==> config.mk <==
export PLATFORM = sky130hd
export DESIGN_NAME = led_blink_pattern_classifier
export DESIGN_NICKNAME = d
export VERILOG_FILES = /design/src/lbpc_pkg.sv /design/src/lbpc_step.sv /design/src/led_blink_pattern_classifier.sv
export SDC_FILE = /design/constraint.sdc
export NUM_CORES = 1
export LEC_CHECK = 0
export BUFFER_PORTS_ARGS = -buffer_cell sky130_fd_sc_hd__buf_2
export CAP_MARGIN = 0
export CORE_UTILIZATION = 45
export CTS_CLUSTER_DIAMETER = 50
export DETAILED_ROUTE_END_ITERATION = 8
export SLEW_MARGIN = 20
export SYNTH_ARGS = -nofsm -noshare
export SYNTH_HDL_FRONTEND = slang
export SYNTH_HIERARCHICAL = 1
export SYNTH_SLANG_ARGS = --single-unit
==> constraint.sdc <==
create_clock -name clk -period 12 [get_ports clk]
set_input_delay 0.6 -clock clk [delete_from_list [all_inputs] [get_ports clk]]
set_output_delay 0.6 -clock clk [all_outputs]
set_load 0.1 [all_outputs]
==> src/lbpc_pkg.sv <==
// ----------------------------------------------------------------------------
// lbpc_pkg
// Shared types and constants of the LED blink pattern classifier.
// ----------------------------------------------------------------------------
package lbpc_pkg;

  localparam int CFG_W          = 14;
  localparam int CFG_IDX_W      = 3;
  localparam int COUNT_WIDTH_DEF = 16;
  localparam int PULSE_W        = 16;
  localparam logic [PULSE_W-1:0] PULSE_MAX = '1;

  // register indexes on the config port
  localparam logic [CFG_IDX_W-1:0] REG_DEBOUNCE  = 3'd0;
  localparam logic [CFG_IDX_W-1:0] REG_FAST      = 3'd1;
  localparam logic [CFG_IDX_W-1:0] REG_SLOW      = 3'd2;
  localparam logic [CFG_IDX_W-1:0] REG_TOLERANCE = 3'd3;
  localparam logic [CFG_IDX_W-1:0] REG_STEADY    = 3'd4;

  // register reset values
  localparam logic [CFG_W-1:0] DEBOUNCE_RST  = 14'd50;
  localparam logic [CFG_W-1:0] FAST_RST      = 14'd100;
  localparam logic [CFG_W-1:0] SLOW_RST      = 14'd1000;
  localparam logic [CFG_W-1:0] TOLERANCE_RST = 14'd50;
  localparam logic [CFG_W-1:0] STEADY_RST    = 14'd2000;

  typedef enum logic [2:0] {
    MODE_UNKNOWN = 3'd0,
    MODE_OFF     = 3'd1,
    MODE_ON      = 3'd2,
    MODE_SLOW    = 3'd3,
    MODE_FAST    = 3'd4
  } mode_t;

  typedef struct packed {
    logic [CFG_W-1:0] debounce_ticks;
    logic [CFG_W-1:0] fast_period;
    logic [CFG_W-1:0] slow_period;
    logic [CFG_W-1:0] period_tolerance;
    logic [CFG_W-1:0] steady_threshold;
  } cfg_t;

endpackage

==> src/lbpc_step.sv <==
// ----------------------------------------------------------------------------
// lbpc_step
// Next-state and result logic for one tick: debounce, pulse capture,
// period match and steady-level detection.
// ----------------------------------------------------------------------------
module lbpc_step #(
  parameter int COUNT_WIDTH = lbpc_pkg::COUNT_WIDTH_DEF
) (
  input  logic                        led_level,
  input  logic                        prev_level,
  input  logic [COUNT_WIDTH-1:0]      since_edge,
  input  logic [COUNT_WIDTH-1:0]      last_pulse,
  input  lbpc_pkg::mode_t             mode,
  input  lbpc_pkg::cfg_t              cfg,
  output logic [COUNT_WIDTH-1:0]      since_edge_nxt,
  output logic [COUNT_WIDTH-1:0]      last_pulse_nxt,
  output lbpc_pkg::mode_t             mode_nxt,
  output logic                        mode_changed,
  output logic [lbpc_pkg::PULSE_W-1:0] pulse_ticks
);
  import lbpc_pkg::*;

  localparam int CMP_W = ((COUNT_WIDTH > PULSE_W) ? COUNT_WIDTH : PULSE_W) + 1;

  logic [COUNT_WIDTH-1:0] elapsed;
  logic                   edge_ok;
  logic [CMP_W-1:0]       pulse_x;
  logic [CMP_W-1:0]       fast_x;
  logic [CMP_W-1:0]       slow_x;
  logic [CMP_W-1:0]       diff_fast;
  logic [CMP_W-1:0]       diff_slow;
  logic [CMP_W-1:0]       t_x;
  logic [CMP_W-1:0]       thr_x;
  logic [CMP_W-1:0]       thr3_x;
  mode_t                  mode_cls;
  logic                   steady;

  // elapsed count saturates at all ones
  assign elapsed = (&since_edge) ? since_edge : since_edge + COUNT_WIDTH'(1);
  assign edge_ok = (led_level != prev_level) &&
                   (CMP_W'(elapsed) > CMP_W'(cfg.debounce_ticks));

  assign last_pulse_nxt = edge_ok ? elapsed : last_pulse;
  assign since_edge_nxt = edge_ok ? '0 : elapsed;

  assign pulse_x   = CMP_W'(last_pulse_nxt);
  assign fast_x    = CMP_W'(cfg.fast_period);
  assign slow_x    = CMP_W'(cfg.slow_period);
  assign diff_fast = (pulse_x >= fast_x) ? pulse_x - fast_x : fast_x - pulse_x;
  assign diff_slow = (pulse_x >= slow_x) ? pulse_x - slow_x : slow_x - pulse_x;

  // fresh pulse: fast wins when both periods match
  always_comb begin
    mode_cls = mode;
    if (edge_ok) begin
      if (diff_fast < CMP_W'(cfg.period_tolerance)) begin
        mode_cls = MODE_FAST;
      end else if (diff_slow < CMP_W'(cfg.period_tolerance)) begin
        mode_cls = MODE_SLOW;
      end
    end
  end

  assign t_x    = CMP_W'(since_edge_nxt);
  assign thr_x  = CMP_W'(cfg.steady_threshold);
  assign thr3_x = (thr_x << 1) + thr_x;
  assign steady = (t_x > thr_x) && ((t_x < thr3_x) || (mode_cls == MODE_UNKNOWN));

  assign mode_nxt     = steady ? (led_level ? MODE_OFF : MODE_ON) : mode_cls;
  assign mode_changed = (mode_nxt != mode);
  assign pulse_ticks  = (pulse_x > CMP_W'(PULSE_MAX)) ? PULSE_MAX
                                                      : PULSE_W'(last_pulse_nxt);

endmodule

==> src/led_blink_pattern_classifier.sv <==
// ----------------------------------------------------------------------------
// led_blink_pattern_classifier
// Classifies a sampled LED pin (one word per tick) as off, on, slow or fast
// blinking.
//
//   channel | dir | handshake             | payload
//   in_     | in  | in_tvalid / in_tready | in_tdata:  led_level
//   out_    | out | out_tvalid/out_tready | out_tdata: led_mode, mode_changed,
//           |     |                       |            pulse_ticks
//   cfg_    | in  | cfg_we                | cfg_index, cfg_wdata
//
// One word per cycle while out_tready holds; a word passes the input register,
// then the tick logic, then the result register.
// The classifier state updates as a word moves into the result register.
// A stalled result blocks the input register; in_tready drops only when both
// hold a word. Reset is synchronous and restores the register defaults.
// ----------------------------------------------------------------------------
module led_blink_pattern_classifier #(
  parameter int COUNT_WIDTH = lbpc_pkg::COUNT_WIDTH_DEF
) (
  input  logic                          clk,
  input  logic                          rst_n,
  input  logic                          in_tvalid,
  output logic                          in_tready,
  input  logic [7:0]                    in_tdata,   // [0] led_level
  output logic                          out_tvalid,
  input  logic                          out_tready,
  output logic [23:0]                   out_tdata,  // [2:0] led_mode, [3] mode_changed,
                                                    // [19:4] pulse_ticks
  input  logic                          cfg_we,
  input  logic [lbpc_pkg::CFG_IDX_W-1:0] cfg_index,
  input  logic [lbpc_pkg::CFG_W-1:0]    cfg_wdata
);
  import lbpc_pkg::*;

  cfg_t                   cfg_r;
  logic                   s1_v_r;
  logic                   s1_level_r;
  logic                   out_v_r;
  mode_t                  out_mode_r;
  logic                   out_changed_r;
  logic [PULSE_W-1:0]     out_pulse_r;

  logic                   prev_level_r;
  logic [COUNT_WIDTH-1:0] since_edge_r;
  logic [COUNT_WIDTH-1:0] last_pulse_r;
  mode_t                  mode_r;

  logic [COUNT_WIDTH-1:0] since_edge_nxt;
  logic [COUNT_WIDTH-1:0] last_pulse_nxt;
  mode_t                  mode_nxt;
  logic                   changed_nxt;
  logic [PULSE_W-1:0]     pulse_nxt;

  logic                   adv;
  logic                   in_fire;
  logic                   step;

  assign adv       = !out_v_r || out_tready;
  assign in_tready = !s1_v_r || adv;
  assign in_fire   = in_tvalid && in_tready;
  assign step      = s1_v_r && adv;

  assign out_tvalid = out_v_r;
  assign out_tdata  = {4'b0, out_pulse_r, out_changed_r, out_mode_r};

  // config registers
  always_ff @(posedge clk) begin
    if (!rst_n) begin
      cfg_r.debounce_ticks   <= DEBOUNCE_RST;
      cfg_r.fast_period      <= FAST_RST;
      cfg_r.slow_period      <= SLOW_RST;
      cfg_r.period_tolerance <= TOLERANCE_RST;
      cfg_r.steady_threshold <= STEADY_RST;
    end else if (cfg_we) begin
      unique case (cfg_index)
        REG_DEBOUNCE:  cfg_r.debounce_ticks   <= cfg_wdata;
        REG_FAST:      cfg_r.fast_period      <= cfg_wdata;
        REG_SLOW:      cfg_r.slow_period      <= cfg_wdata;
        REG_TOLERANCE: cfg_r.period_tolerance <= cfg_wdata;
        REG_STEADY:    cfg_r.steady_threshold <= cfg_wdata;
        default: ;
      endcase
    end
  end

  lbpc_step #(
    .COUNT_WIDTH(COUNT_WIDTH)
  ) u_step (
    .led_level      (s1_level_r),
    .prev_level     (prev_level_r),
    .since_edge     (since_edge_r),
    .last_pulse     (last_pulse_r),
    .mode           (mode_r),
    .cfg            (cfg_r),
    .since_edge_nxt (since_edge_nxt),
    .last_pulse_nxt (last_pulse_nxt),
    .mode_nxt       (mode_nxt),
    .mode_changed   (changed_nxt),
    .pulse_ticks    (pulse_nxt)
  );

  // control and classifier state
  always_ff @(posedge clk) begin
    if (!rst_n) begin
      s1_v_r       <= 1'b0;
      out_v_r      <= 1'b0;
      prev_level_r <= 1'b1;
      since_edge_r <= '0;
      last_pulse_r <= '0;
      mode_r       <= MODE_UNKNOWN;
    end else begin
      if (in_fire) begin
        s1_v_r <= 1'b1;
      end else if (adv) begin
        s1_v_r <= 1'b0;
      end
      if (adv) begin
        out_v_r <= s1_v_r;
      end
      if (step) begin
        prev_level_r <= s1_level_r;
        since_edge_r <= since_edge_nxt;
        last_pulse_r <= last_pulse_nxt;
        mode_r       <= mode_nxt;
      end
    end
  end

  // payload registers
  always_ff @(posedge clk) begin
    if (in_fire) begin
      s1_level_r <= in_tdata[0];
    end
    if (step) begin
      out_mode_r    <= mode_nxt;
      out_changed_r <= changed_nxt;
      out_pulse_r   <= pulse_nxt;
    end
  end

`ifndef SYNTHESIS
  // an empty result register never blocks the input
  a_ready_when_empty: assert property (@(posedge clk) disable iff (!rst_n)
    !out_v_r |-> in_tready)
    else $error("in_tready low with empty result register");

  // classifier state moves only with a word
  a_mode_hold: assert property (@(posedge clk) disable iff (!rst_n)
    !step |=> $stable(mode_r))
    else $error("mode changed without a word");

  // change flag matches the state update it reports
  a_changed_flag: assert property (@(posedge clk) disable iff (!rst_n)
    step |=> (out_changed_r == (mode_r != $past(mode_r))))
    else $error("mode_changed disagrees with mode update");

  // an accepted edge always records a nonzero pulse
  a_pulse_nonzero: assert property (@(posedge clk) disable iff (!rst_n)
    (step && (since_edge_nxt == '0)) |=> (out_pulse_r != '0))
    else $error("accepted edge recorded zero pulse");
`endif

endmodule
Word-level counts from Yosys, hierarchy flattened

Index checks and enable logic that the tools add are counted.

Output and inout bits: 26
Logic and storage cells: 65
Register bits: 129
Input port bits: 30

Magnitude comparators: 8
$add $sub $neg: 6
Equal/unequal tests: 6
Reductions and logical operators: 18
Multiplexer cells: 12

Operators with widths:

| kind                    | count |
|---|---|
| $mux W16                | 3 |
| $lt A17 B14 Y1          | 2 |
| $mux W17                | 2 |
| $sub A14 B16 Y17        | 2 |
| $sub A16 B14 Y17        | 2 |
| $ge A16 B14 Y1          | 2 |
| $gt A16 B14 Y1          | 2 |
| $lt A16 B17 Y1          | 1 |
| $add A15 B14 Y16        | 1 |
| $add A16 B1 Y16 const B | 1 |
| $gt A16 B16 Y1 const B  | 1 |
| $reduce_and A16 Y1      | 1 |
| $mux W3                 | 4 |
| $reduce_and A2 Y1       | 5 |
| $eq A3 B2 Y1 const B    | 2 |
| $logic_not A3 Y1        | 2 |
| $logic_and A1 B1 Y1     | 4 |
| $eq A3 B1 Y1 const B    | 1 |
| $eq A3 B3 Y1 const B    | 1 |
| $logic_or A1 B1 Y1      | 3 |
| $ne A3 B3 Y1            | 1 |
| $logic_not A1 Y1        | 2 |
| $mux W1                 | 2 |
| $mux W2                 | 1 |
| 2 further kinds         | 2 |

Logic depth before layout (Yosys ltp)

Gate-level depths: netlist of the first run.

Word-level depth: 16
Mapped depth: 46
Gate-level depth less buffers: 43

Modules after synthesis

The synthesis of the first run kept the hierarchy.

Modules (own cells, without submodules):

| module                       | times used | cells each | area each (µm²) | sequential area each (µm²) |
|---|---|---|---|---|
| lbpc_step                    | 1          | 850        | 5935.7          | 0.0 |
| led_blink_pattern_classifier | 1          | 443        | 4598.2          | 2792.7 |

Least setup slack after synthesis of the first run

Ideal clock, no wire load.

Path type: register -> register
From: reg since_edge_r[0]
To: reg out_changed_r (data pin)
Slack: 2.353 ns
Library setup time: 0.260 ns
Stages on the path, launching flop included: 44
Data required time: 11.740 ns
Data arrival time: 9.387 ns
Buffers on the path: 5
Period minus slack after synthesis: 9.647 ns
Path through: dfxtp_1 ha_1 nand2_1 or2_2 nor3_1 nor3_1 nand3_1 xor2_1 inv_1 ha_1 a211oi_1 o211ai_1 o211ai_1 a21oi_1 inv_1 a21boi_1 clkbuf_1 nor2_1 [8 not listed] nor4b_1 buf_2 clkbuf_1 clkbuf_1 mux2i_1 xnor2_1 ha_1 and3_1 nand3_1 a21oi_1 o41a_1 o21ai_0 a21oi_1 or3b_2 a31oi_1 o31ai_2 a221oi_1 o21ai_1

Word-level cells in the longest chain between the ends: 16
Elaborated cells on any way between the ends: 27

Ends and longest elaborated chain:

| element                                                      | RTL line                            | RTL |
|---|---|---|
| start, declared                                              | led_blink_pattern_classifier.sv:45  | `logic [COUNT_WIDTH-1:0] since_edge_r;` |
| start signal, assigned                                       | led_blink_pattern_classifier.sv:123 | `since_edge_r <= since_edge_nxt;` |
| $add A16 B1 Y16 / $reduce_and A16 Y1 (equally long branches) | lbpc_step.sv:39                     | `assign elapsed = (&since_edge) ? since_edge : since_edge + COUNT_WIDTH'(1);` |
| $mux W16 (*)                                                 | lbpc_step.sv:39                     |  |
| $gt A16 B14 Y1                                               | lbpc_step.sv:41                     | `(CMP_W'(elapsed) > CMP_W'(cfg.debounce_ticks));` |
| $logic_and A1 B1 Y1                                          | lbpc_step.sv:40                     | `assign edge_ok = (led_level != prev_level) &&` |
| $mux W16 (*)                                                 | lbpc_step.sv:43                     | `assign last_pulse_nxt = edge_ok ? elapsed : last_pulse;` |
| net last_pulse_nxt[6]                                        | led_blink_pattern_classifier.sv:50  | `logic [COUNT_WIDTH-1:0] last_pulse_nxt;` |
| $sub A14 B16 Y17, or another cell as far along               | lbpc_step.sv:50                     | `assign diff_slow = (pulse_x >= slow_x) ? pulse_x - slow_x : slow_x - pulse_x;` |
| $mux W17                                                     | lbpc_step.sv:50                     |  |
| [2 not listed]                                               | n/a                                 |  |
| $mux W3 (*)                                                  | lbpc_step.sv:56                     | `if (diff_fast < CMP_W'(cfg.period_tolerance)) begin` |
| $mux W3 (*)                                                  | lbpc_step.sv:55                     | `if (edge_ok) begin` |
| $logic_not A3 Y1                                             | lbpc_step.sv:67                     | `assign steady = (t_x > thr_x) && ((t_x < thr3_x) \|\| (mode_cls == MODE_UNKNOWN));` |
| $logic_or A1 B1 Y1                                           | lbpc_step.sv:67                     |  |
| $logic_and A1 B1 Y1                                          | lbpc_step.sv:67                     |  |
| $mux W3 (*)                                                  | lbpc_step.sv:69                     | `assign mode_nxt = steady ? (led_level ? MODE_OFF : MODE_ON) : mode_cls;` |
| $ne A3 B3 Y1 (*)                                             | lbpc_step.sv:70                     | `assign mode_changed = (mode_nxt != mode);` |
| net changed_nxt                                              | led_blink_pattern_classifier.sv:52  | `logic changed_nxt;` |
| end signal, assigned                                         | led_blink_pattern_classifier.sv:137 | `out_changed_r <= changed_nxt;` |
| end, declared                                                | led_blink_pattern_classifier.sv:41  | `logic out_changed_r;` |

Mark *: on every way through the listed nets, which the timed path passes. The rest lies on a longest branch.
A chain may end at the register's enable or synchronous reset.

Worst setup path in the final report of the first run

From: reg since_edge_r[1]
To: reg mode_r[1]

Word-level cells in the longest chain between the ends: 15
Elaborated cells on any way between the ends: 26

Ends and longest elaborated chain:

| element                                                      | RTL line                            | RTL |
|---|---|---|
| $add A16 B1 Y16 / $reduce_and A16 Y1 (equally long branches) | lbpc_step.sv:39                     |  |
| $mux W16 (*)                                                 | lbpc_step.sv:39                     |  |
| $gt A16 B14 Y1                                               | lbpc_step.sv:41                     |  |
| $logic_and A1 B1 Y1                                          | lbpc_step.sv:40                     |  |
| $mux W16 (*)                                                 | lbpc_step.sv:43                     |  |
| net last_pulse_nxt[8]                                        | led_blink_pattern_classifier.sv:50  |  |
| $sub A14 B16 Y17, or another cell as far along               | lbpc_step.sv:50                     |  |
| $mux W17                                                     | lbpc_step.sv:50                     |  |
| $lt A17 B14 Y1                                               | lbpc_step.sv:58                     | `end else if (diff_slow < CMP_W'(cfg.period_tolerance)) begin` |
| $mux W3                                                      | lbpc_step.sv:58                     |  |
| $mux W3 (*)                                                  | lbpc_step.sv:56                     |  |
| $mux W3 (*)                                                  | lbpc_step.sv:55                     |  |
| $logic_not A3 Y1                                             | lbpc_step.sv:67                     |  |
| $logic_or A1 B1 Y1                                           | lbpc_step.sv:67                     |  |
| $logic_and A1 B1 Y1                                          | lbpc_step.sv:67                     |  |
| $mux W3 (*)                                                  | lbpc_step.sv:69                     |  |
| net mode_nxt[1]                                              | led_blink_pattern_classifier.sv:51  | `mode_t mode_nxt;` |
| end signal, assigned                                         | led_blink_pattern_classifier.sv:125 | `mode_r <= mode_nxt;` |
| end, declared                                                | led_blink_pattern_classifier.sv:47  | `mode_t mode_r;` |

Marked as above.

==> summary.txt, run 1 <==
Pwr
  • Final Power: 1.22 mW
  • Seq pwr share: 37.4%
  • Logic pwr share: 18.3%
  • Net Sw Frac: 29.9%
  • Switching power: 0.364 mW
  • Total power per unit cell area: 106 mW/mm^2
  • Leak Pwr: 5.17 nW
  • Clock Power Share: 44.3%
  • P_int: 0.853 mW
  • Max VDD drop: 0.0848 mV

Floorplan
  • Die Ht: 155 um
  • IO Count: 56
  • Die width: 155 um
  • Initial Utilization: 46.2%
  • Core area: 0.0228 sq mm
  • Row cnt: 55
  • Die area: 0.0240 sq mm

Setup path
  • Buf+Inv Stages, Crit Path: 3
  • Cell family with most CP delay: compound AO/OA/AOI/OAI gates
  • Worst Setup Start Kind: flop
  • Reg2reg path depth: 43
  • Crit end category: flop
  • Critical Path Stages: 43
  • R2r startpoint: since_edge_r[1]
  • Critical Path End: mode_r[1]
  • Critical Path Source: since_edge_r[1]
  • Flop2flop setup slack: 1.10 ns
  • Required time worst endpoint: 12.35 ns
  • Worst path max stage delay: 0.60 ns
  • Crit path max fanout: 15
  • Critical path class: flop to flop
  • CP max stage cell: nor3b_4
  • Worst Path Arrival: 11.25 ns
  • R2R Path End: mode_r[1]

Worst hold path
  • Worst min-delay path class: primary input to flop
  • Hold Path Depth: 1

Synth
  • Netlist Area Pre-Place: 0.0105 sq mm
  • Yosys cell types: 77
  • Seq/Total Area, Yosys: 26.5%
  • Count of state elements after synthesis: 129
  • Mean post-synth cell area: 8.15 sq um
  • Mapped Cells: 1293
  • Synth Flop Type: dfxtp_1
  • Ys async rst share: 0%
  • Number of flops mapped to enable cells by yosys: 21
  • Top-area cell type share of the netlist area: 20.5%
  • Ys Warns: 6
  • Area leader, netlist: dfxtp_1
  • Top cells by area, synth: dfxtp_1 (21%), ha_1 (17%), mux2i_1 (7.0%)

STA
  • Clk_skew: 0.0126 ns
  • Final Max Slew Viols: 0
  • Worst slew pin tran: 1.03 ns
  • Final setup viols: 0
  • Period utilisation layout: 90.8%
  • Min cycle time layout: 10.90 ns
  • Final Hold Fails: 0
  • Peak Freq: 0.0918 GHz
  • Max_slew headroom: 30.4%
  • RSZ-0062 raised after global routing: no
  • Final setup TNS: 0 ns

Status
  • Outcome: finished, final reports clean

Route
  • WL/cell: 17.4 um
  • DRT Pass-1 Iters: 5
  • DR vias: 8903
  • DRC viols: 0
  • Routed Antenna Nets: 0
  • Final Routed Wirelength: 28200 um
  • Initial DRC Count: 571
  • Vias per inst: 5.48

Clock tree
  • # hold bufs at CTS: 0
  • Clock buffer depth: 2
  • Clk Latency, worst-skew pair: 0.43 ns
  • Total CTS buffers: 17
  • H-Tree Depth: 4
  • Clock slew at reported path FFs: 0.06 ns
  • CTS Root Cell: clkbuf_16
  • CTS resizes: 0
  • TritonCTS clock tree: yes
  • Buffer count from post-CTS setup fixing: 0
  • CTS sink cnt: 129

Placement
  • Post-placement cell count: 1592
  • Dpl hpwl: 21700 um
  • GPL Wtd Cong: 0.909
  • PortBufs: 44

GRT
  • Vias in the first global route: 8238
  • Gr usage total: 24.3%
  • First-pass GRT wire length: 44900 um
  • Gr ovfl total: 0
  • Initial antenna violation count: 0
  • Largest net degree at the start of global routing: 102

Layout
  • Post-Layout Cell Count: 1624
  • N_diodes: 0
  • Layout cells sized above 1: 10.1%
  • Commonest non-fill, non-tap cell in the layout: nand2_1
  • Layout Nets: 1474
  • Most frequent cells in the layout: nand2_1 (146), ha_1 (141), inv_1 (131), dfxtp_1 (108), a21oi_1 (92)
  • Layout area overhead: 9.11%

Run
  • Max-cap violations: 0
==> Yosys cell counts, types with 7 or more instances <==
library cell,n
nand2_1,146
ha_1,141
inv_1,131
dfxtp_1,108
a21oi_1,92
o21ai_0,83
nand3_1,78
mux2i_1,74
nor2_1,59
clkbuf_1,31
xnor2_1,27
buf_4,26
xor2_1,23
edfxtp_1,21
nor2b_1,18
a21o_1,17
nor3_1,15
o211ai_1,12
o21a_1,12
o21ai_2,12
buf_1,11
nand4_1,11
a31oi_1,10
o21bai_1,10
a211oi_1,9
nand2b_1,8
and2_1,7
buf_2,7
==> registers in the layout (all words and copies together) (netlist names) <==
register,flops
out_changed_r,1
out_tvalid,1
prev_level_r,1
s1_level_r,1
s1_v_r,1
cfg_r,70
mode_r,3
last_pulse_r,16
since_edge_r,16
out_pulse_r,16
out_mode_r,3
==> stage by stage <==
stage          hold WS, ns  utilization, %  worst slack (ns)  cell area [sq um]
2_1_floorplan        0.432               -              2.35              10500
3_3_place_gp         0.441            47.8              1.57              10900
3_5_place_dp         0.447            47.8              1.35              10900
4_1_cts              0.328            50.4              1.24              11500
5_1_grt              0.336            50.5             0.191              11500
6_report             0.344            50.5              1.10              11500
==> cell families after synthesis <==
| group | synth area share [%] |
|---|---|
| other | 0.0356 |
| AOI/OAI and AO/OA | 17.7 |
| buffers and inverters | 8.72 |
| muxes | 7.60 |
| and+or+nand+nor | 17.6 |
| adders and majority gates | 17.7 |
| DFF | 26.5 |
| xor gates and xnor gates | 4.16 |
==> power groups by stage <==
stage	clock network [mW]	logic, mW	registers (mW)
global placement	0	0.219	0.464
floorplan	0	0.159	0.481
finish	0.539	0.223	0.455
detailed placement	0	0.221	0.465
global route	0.566	0.247	0.456
CTS	0.547	0.223	0.455
==> worst min path at each step <==
| stage | start | to | slack [ns] |
|---|---|---|---|
| 6_report | in_tdata[0] | s1_level_r | 0.34 |
| 5_1_grt | in_tdata[0] | s1_level_r | 0.34 |
| 4_1_cts | in_tdata[0] | s1_level_r | 0.33 |
| 3_5_place_dp | last_pulse_r[2] | last_pulse_r[2] | 0.45 |
| 3_3_place_gp | last_pulse_r[12] | last_pulse_r[12] | 0.44 |
| 2_1_floorplan | last_pulse_r[12] | last_pulse_r[12] | 0.43 |
==> layout make-up <==
type | instances | area [sq um]
clock buffers | 19 | 454
clock inverters | 13 | 149
fillers | 2236 | 11300
inverters | 131 | 492
multi-input cells | 957 | 6860
flip-flops and latches | 129 | 2790
well taps | 313 | 392
repair buffers | 62 | 358
==> metal layers <==
| layer | vias to the layer above | GRT usage, % | routed length [um] |
|---|---|---|---|
| li1 | 4497 | - | - |
| met1 | 4126 | 34.5 | 14100 |
| met2 | 245 | 38.5 | 12300 |
| met3 | 35 | 3.01 | 1320 |
| met4 | 0 | 6.51 | 451 |
| met5 | - | 0 | 0 |
(Power assumes the default switching activity.)
==> inputs of run 2 (changes only) <==
--- a/config.mk
+++ b/config.mk
@@ -10,6 +10,7 @@
 export CORE_UTILIZATION = 45
 export CTS_CLUSTER_DIAMETER = 50
 export DETAILED_ROUTE_END_ITERATION = 8
+export PLACE_DENSITY_LB_ADDON = 0.05
 export SLEW_MARGIN = 20
 export SYNTH_ARGS = -nofsm -noshare
 export SYNTH_HDL_FRONTEND = slang
==> summary.txt, run 2 (synthesized netlist as in run 1, its figures left out) <==
Status
  • Outcome: finished, final reports clean

Layout
  • N_diodes: 0
  • Layout fillers: 2279
  • Layout area overhead: 9.54%
  • Layout Nets: 1478
  • Layout cells sized above 1: 10.4%
  • Multi-input gate area: 0.00686 sq mm
  • Biggest register: cfg_r
  • Commonest non-fill, non-tap cell in the layout: nand2_1
  • Max reg flops: 70
  • Most frequent cells in the layout: nand2_1 (146), ha_1 (141), inv_1 (131), dfxtp_1 (108), a21oi_1 (92)
  • Register area: 0.00279 sq mm

Route
  • Final Routed Wirelength: 28600 um
  • Vias per inst: 5.36
  • DRT Pass-1 Iters: 5
  • Initial DRC Count: 607
  • WL/cell: 17.5 um
  • Routed Antenna Nets: 0
  • DR vias: 8721
  • DRC viols: 0

Clock tree
  • # hold bufs at CTS: 0
  • Clock buffer depth: 2
  • Clock slew at reported path FFs: 0.06 ns
  • Buffer count from post-CTS setup fixing: 0
  • CTS sink cnt: 129
  • Clk Latency, worst-skew pair: 0.42 ns
  • H-Tree Depth: 4
  • CTS Root Cell: clkbuf_16
  • CTS resizes: 0
  • TritonCTS clock tree: yes
  • Total CTS buffers: 17

Pwr
  • Max VDD drop: 0.0778 mV
  • Leak Pwr: 5.19 nW
  • Total power per unit cell area: 107 mW/mm^2

Floorplan
  • Die area: 0.0240 sq mm
  • Die Ht: 155 um
  • Initial Utilization: 46.2%
  • Row cnt: 55
  • Core area: 0.0228 sq mm
  • Die width: 155 um
  • IO Count: 56

GRT
  • Initial antenna violation count: 0
  • Met3 Usage GRT: 3.31%
  • Vias in the first global route: 8138
  • First-pass GRT wire length: 45700 um
  • Gr ovfl total: 0
  • Largest net degree at the start of global routing: 96
  • Met1 Resource Use GR: 36.4%
  • Gr usage total: 24.8%
  • Gr busiest metal: met2
  • Met2 Use GR: 38.5%

Setup path
  • Worst Path Arrival: 10.87 ns
  • Crit end category: flop
  • Crit path max fanout: 19
  • Worst Setup Start Kind: flop
  • Most frequent CP cell: ha_1
  • CP max stage cell: nor3b_4
  • Required time worst endpoint: 12.17 ns
  • Critical path class: flop to flop
  • Worst path max stage delay: 0.64 ns

Placement
  • PortBufs: 44
  • Placement Setup Slack: 1.45 ns
  • GPL Wtd Cong: 0.967
  • Dpl hpwl: 22100 um

STA
  • Final setup TNS: 0 ns
  • Fin worst setup slack: 1.30 ns
  • Final setup viols: 0
  • Worst slew pin tran: 0.920 ns
  • Final Max Slew Viols: 0
  • RSZ-0062 raised after global routing: no
  • Min cycle time layout: 10.70 ns
  • Clk_skew: 0.0124 ns
  • Peak Freq: 0.0935 GHz
  • Period utilisation layout: 89.2%
  • Final Hold Fails: 0
  • Max_slew headroom: 38.7%

Run
  • Max-cap violations: 0

Worst hold path
  • Worst min-delay path class: primary input to flop
run 2: changes by cell type in the layout (fill, tap and decap cells not counted):
cell / previous run / this run
or4b_1: 0 / 1
clkbuf_1: 1 / 0
buf_4: 19 / 23
clkinv_4: 5 / 3
clkbuf_8: 0 / 1
inv_8: 0 / 1
or4b_2: 1 / 0
clkbuf_16: 18 / 17
bufinv_16: 2 / 3
clkinvlp_4: 0 / 2
inv_6: 4 / 3
run 2: area by class of cell:
| cell class | instances | area share [%] |
|---|---|---|
| Multi-Input combinational cell | 957 | 59.4 |
| Sequential cell | 129 | 24.2 |
| Tap cell | 313 | 3.39 |
| Timing Repair Buffer | 66 | 3.36 |
| Inverter | 131 | 4.26 |
| Clock inverter | 14 | 1.55 |
| Clock buffer | 18 | 3.81 |
run 2: path summary, 6_finish.rpt:
path / start / endpoint / slack [ns] / cells after the start
hold reg to reg: last_pulse_r[9] / last_pulse_r[9] / 0.46 / 2
setup / recovery: since_edge_r[0] / out_changed_r / 1.30 / 39
hold / removal: in_tdata[0] / s1_level_r / 0.36 / 1
setup reg to reg: since_edge_r[0] / out_changed_r / 1.30 / 39
run 2: power breakdown:
part / switching (mW) / total [mW] / internal [mW]
registers: 0.00626 / 0.455 / 0.448
clock network: 0.213 / 0.548 / 0.336
logic: 0.143 / 0.228 / 0.0845
run 2: metal layers:
metal  wire (um)  vias to the layer above
met3        1170                       17
met5           0                        -
met1       14800                     3999
met4         216                        0
met2       12300                      191
li1            -                     4514
run 2: worst max-delay path: cells and delay by family (launching register included):
kind | cells | cell delay (ns)
flops | 1 | 0.39
simple gates | 11 | 2.44
compound gates | 18 | 5.14
xor+xnor | 2 | 0.48
fa+ha+maj | 4 | 1.33
mux | 1 | 0.25
buf+inv | 3 | 0.40
run 2: metrics by stage:
| stage | area, sq um | utilization [%] | total power [mW] | hold WS (ns) | cells |
|---|---|---|---|---|---|
| after CTS | 11500 | 50.6 | 1.24 | 0.337 | 1628 |
| after global placement | 10900 | 47.9 | 0.689 | 0.441 | 1596 |
| after floorplan | 10500 | - | 0.639 | 0.432 | 1296 |
| after detailed placement | 10900 | 47.9 | 0.690 | 0.449 | 1596 |
| final | 11500 | 50.7 | 1.23 | 0.356 | 1628 |
| after global routing | 11500 | 50.7 | 1.28 | 0.345 | 1628 |
==> inputs of run 3 (changes only) <==
--- a/config.mk
+++ b/config.mk
@@ -5,6 +5,7 @@
 export SDC_FILE = /design/constraint.sdc
 export NUM_CORES = 1
 export LEC_CHECK = 0
+export ABC_AREA = 1
 export BUFFER_PORTS_ARGS = -buffer_cell sky130_fd_sc_hd__buf_2
 export CAP_MARGIN = 0
 export CORE_UTILIZATION = 45
==> summary.txt, run 3 <==
Synth
  • Top cells by area, synth: dfxtp_1 (19%), ha_1 (16%), nand2_1 (10%)
  • Synth top cells by count: nand2_1 (301), nor2_1 (260), inv_1 (240)
  • Ys Warns: 6
  • Ys async rst share: 0%
  • Mapped Cells: 1662
  • Synth Flop Type: dfxtp_1
  • Seq/Total Area, Yosys: 24.7%
  • Cell with the most instances after synthesis: nand2_1
  • Top-area cell type share of the netlist area: 19.1%
  • Mean post-synth cell area: 6.81 sq um
  • Count of state elements after synthesis: 129
  • Area leader, netlist: dfxtp_1
  • Yosys cell types: 53
  • Number of flops mapped to enable cells by yosys: 21
  • Netlist Area Pre-Place: 0.0113 sq mm

STA
  • Clk_skew: 0.0137 ns
  • Min cycle time layout: 9.87 ns
  • Period utilisation layout: 82.3%
  • Final setup viols: 0
  • Final Max Slew Viols: 0
  • Final Hold Fails: 0
  • Peak Freq: 0.101 GHz
  • Worst Hold Slack: 0.343 ns
  • Final setup TNS: 0 ns
  • Max_slew headroom: 24.4%
  • Worst slew pin tran: 1.12 ns
  • RSZ-0062 raised after global routing: no

Placement
  • GPL Wtd Cong: 0.946
  • PortBufs: 44
  • Dpl hpwl: 25800 um

Layout
  • Most frequent cells in the layout: nand2_1 (301), nor2_1 (260), inv_1 (240), ha_1 (141), nand3_1 (114)
  • Layout fillers: 2611
  • Layout Nets: 1851
  • Biggest register: cfg_r
  • Register area: 0.00279 sq mm
  • Max reg flops: 70
  • N_diodes: 0
  • Multi-input gate area: 0.00715 sq mm
  • Layout Utilization: 49.8%
  • Layout cells sized above 1: 8.47%
  • Layout area overhead: 7.96%
  • Commonest non-fill, non-tap cell in the layout: nand2_1

Pwr
  • Max VDD drop: 0.0960 mV
  • Final Power: 1.78 mW
  • Leak Pwr: 6.10 nW
  • Total power per unit cell area: 146 mW/mm^2

Clock tree
  • Buffer count from post-CTS setup fixing: 0
  • Clock slew at reported path FFs: 0.07 ns
  • Clk Latency, worst-skew pair: 0.43 ns
  • CTS Root Cell: clkbuf_16
  • TritonCTS clock tree: yes
  • Total CTS buffers: 17
  • Clock buffer depth: 2
  • # hold bufs at CTS: 0
  • H-Tree Depth: 4
  • CTS resizes: 0
  • CTS sink cnt: 129

Route
  • Vias per inst: 5.18
  • Final Routed Wirelength: 33500 um
  • DR vias: 10400
  • DRT Pass-1 Iters: 5
  • Initial DRC Count: 719
  • DRC viols: 0
  • WL/cell: 16.6 um
  • Routed Antenna Nets: 0

Worst hold path
  • Worst min-delay path class: primary input to flop

Setup path
  • Crit path max fanout: 29
  • Worst Path Arrival: 10.05 ns
  • Critical path class: flop to flop
  • Worst Setup Start Kind: flop
  • Buf+Inv Stages, Crit Path: 4
  • Required time worst endpoint: 12.18 ns
  • Crit end category: flop
  • Cell family with most CP delay: simple AND/OR/NAND/NOR gates
  • Most frequent CP cell: nand2_1
  • CP max stage cell: o21ai_0
  • Worst path max stage delay: 0.96 ns

GRT
  • Gr usage total: 26.5%
  • Initial antenna violation count: 0
  • Gr ovfl total: 0
  • Largest net degree at the start of global routing: 98
  • First-pass GRT wire length: 53000 um
  • Vias in the first global route: 9665

Floorplan
  • Initial Utilization: 46.2%
  • Die area: 0.0258 sq mm
  • IO Count: 56
  • Die Ht: 161 um
  • Row cnt: 57
  • Die width: 161 um
  • Core area: 0.0245 sq mm

Run
  • Max-cap violations: 0

Status
  • Outcome: finished, final reports clean
run 3: cell types whose count changed in the layout (fill, tap and decap cells not counted), moves of 12 or more:
cell / previous run / this run
nand2_1: 146 / 301
nand2_2: 0 / 13
nand3_1: 78 / 114
mux2i_1: 74 / 4
o21ai_2: 12 / 0
nor2b_1: 18 / 0
nor2_1: 59 / 260
inv_1: 131 / 240
nand3b_1: 2 / 37
run 3: logic make-up (layout without fill, tap and decap cells):
| kind of cell | after synthesis | in the layout | synth area share [%] |
|---|---|---|---|
| muxes | 4 | 4 | 0.354 |
| adders and majority gates | 146 | 146 | 16.5 |
| buffers and inverters | 320 | 343 | 12.3 |
| AOI/OAI and AO/OA | 229 | 229 | 11.3 |
| DFF | 129 | 129 | 24.7 |
| and+or+nand+nor | 786 | 786 | 31.2 |
| other | 1 | 4 | 0.0331 |
| xor gates and xnor gates | 47 | 47 | 3.63 |
run 3: report_power, final:
part           leakage [nW]  internal [mW]  total (mW)  switching [mW]
Clock                 0.290          0.322       0.540           0.218
Sequential             1.08          0.466       0.486          0.0197
Combinational          4.72          0.262       0.756           0.494
Total                  6.10           1.05        1.78           0.732
run 3: final cells by class:
class                   count  area share, %
multi-input cells        1216           58.5
well taps                 324           3.32
repair buffers             58           2.68
inverters                 253           7.79
flip-flops and latches    129           22.8
clock inverters            13           1.20
clock buffers              19           3.72
run 3: path summary, 6_finish.rpt:
kind,to,cells after the start,slack (ns),startpoint
min,s1_level_r,1,0.34,in_tdata[0]
min reg2reg,cfg_r[60],2,0.48,cfg_r[60]
max,out_changed_r,54,2.13,since_edge_r[10]
max reg2reg,out_changed_r,54,2.13,since_edge_r[10]
run 3: stage by stage:
stage                     cell area (sq um)  setup slack [ns]  instances
after floorplan                       11300              4.35       1665
after global placement                11600              2.36       1980
after detailed placement              11600              2.21       1980
after CTS                             12200              2.16       2012
after global routing                  12200             0.988       2012
final                                 12200              2.13       2012
run 3: worst register-to-register path, delay by kind of cell (launching register included):
kind	cells	cell delay, ns
compound gates	13	3.45
xor+xnor	2	0.63
fa+ha+maj	3	1.08
buf+inv	4	0.29
flops	1	0.43
simple gates	32	3.77
run 3: layer usage:
layer  vias to the layer above  share of wire [%]  track usage [%]  wire length (um)
met3                        27                4.1             2.71              1380
met2                       207                 43             41.2             14500
met5                         -                  0                0                 0
met1                      4801                 51             39.5             17200
li1                       5385                  -                -                 -
met4                         0                1.1             5.50               354
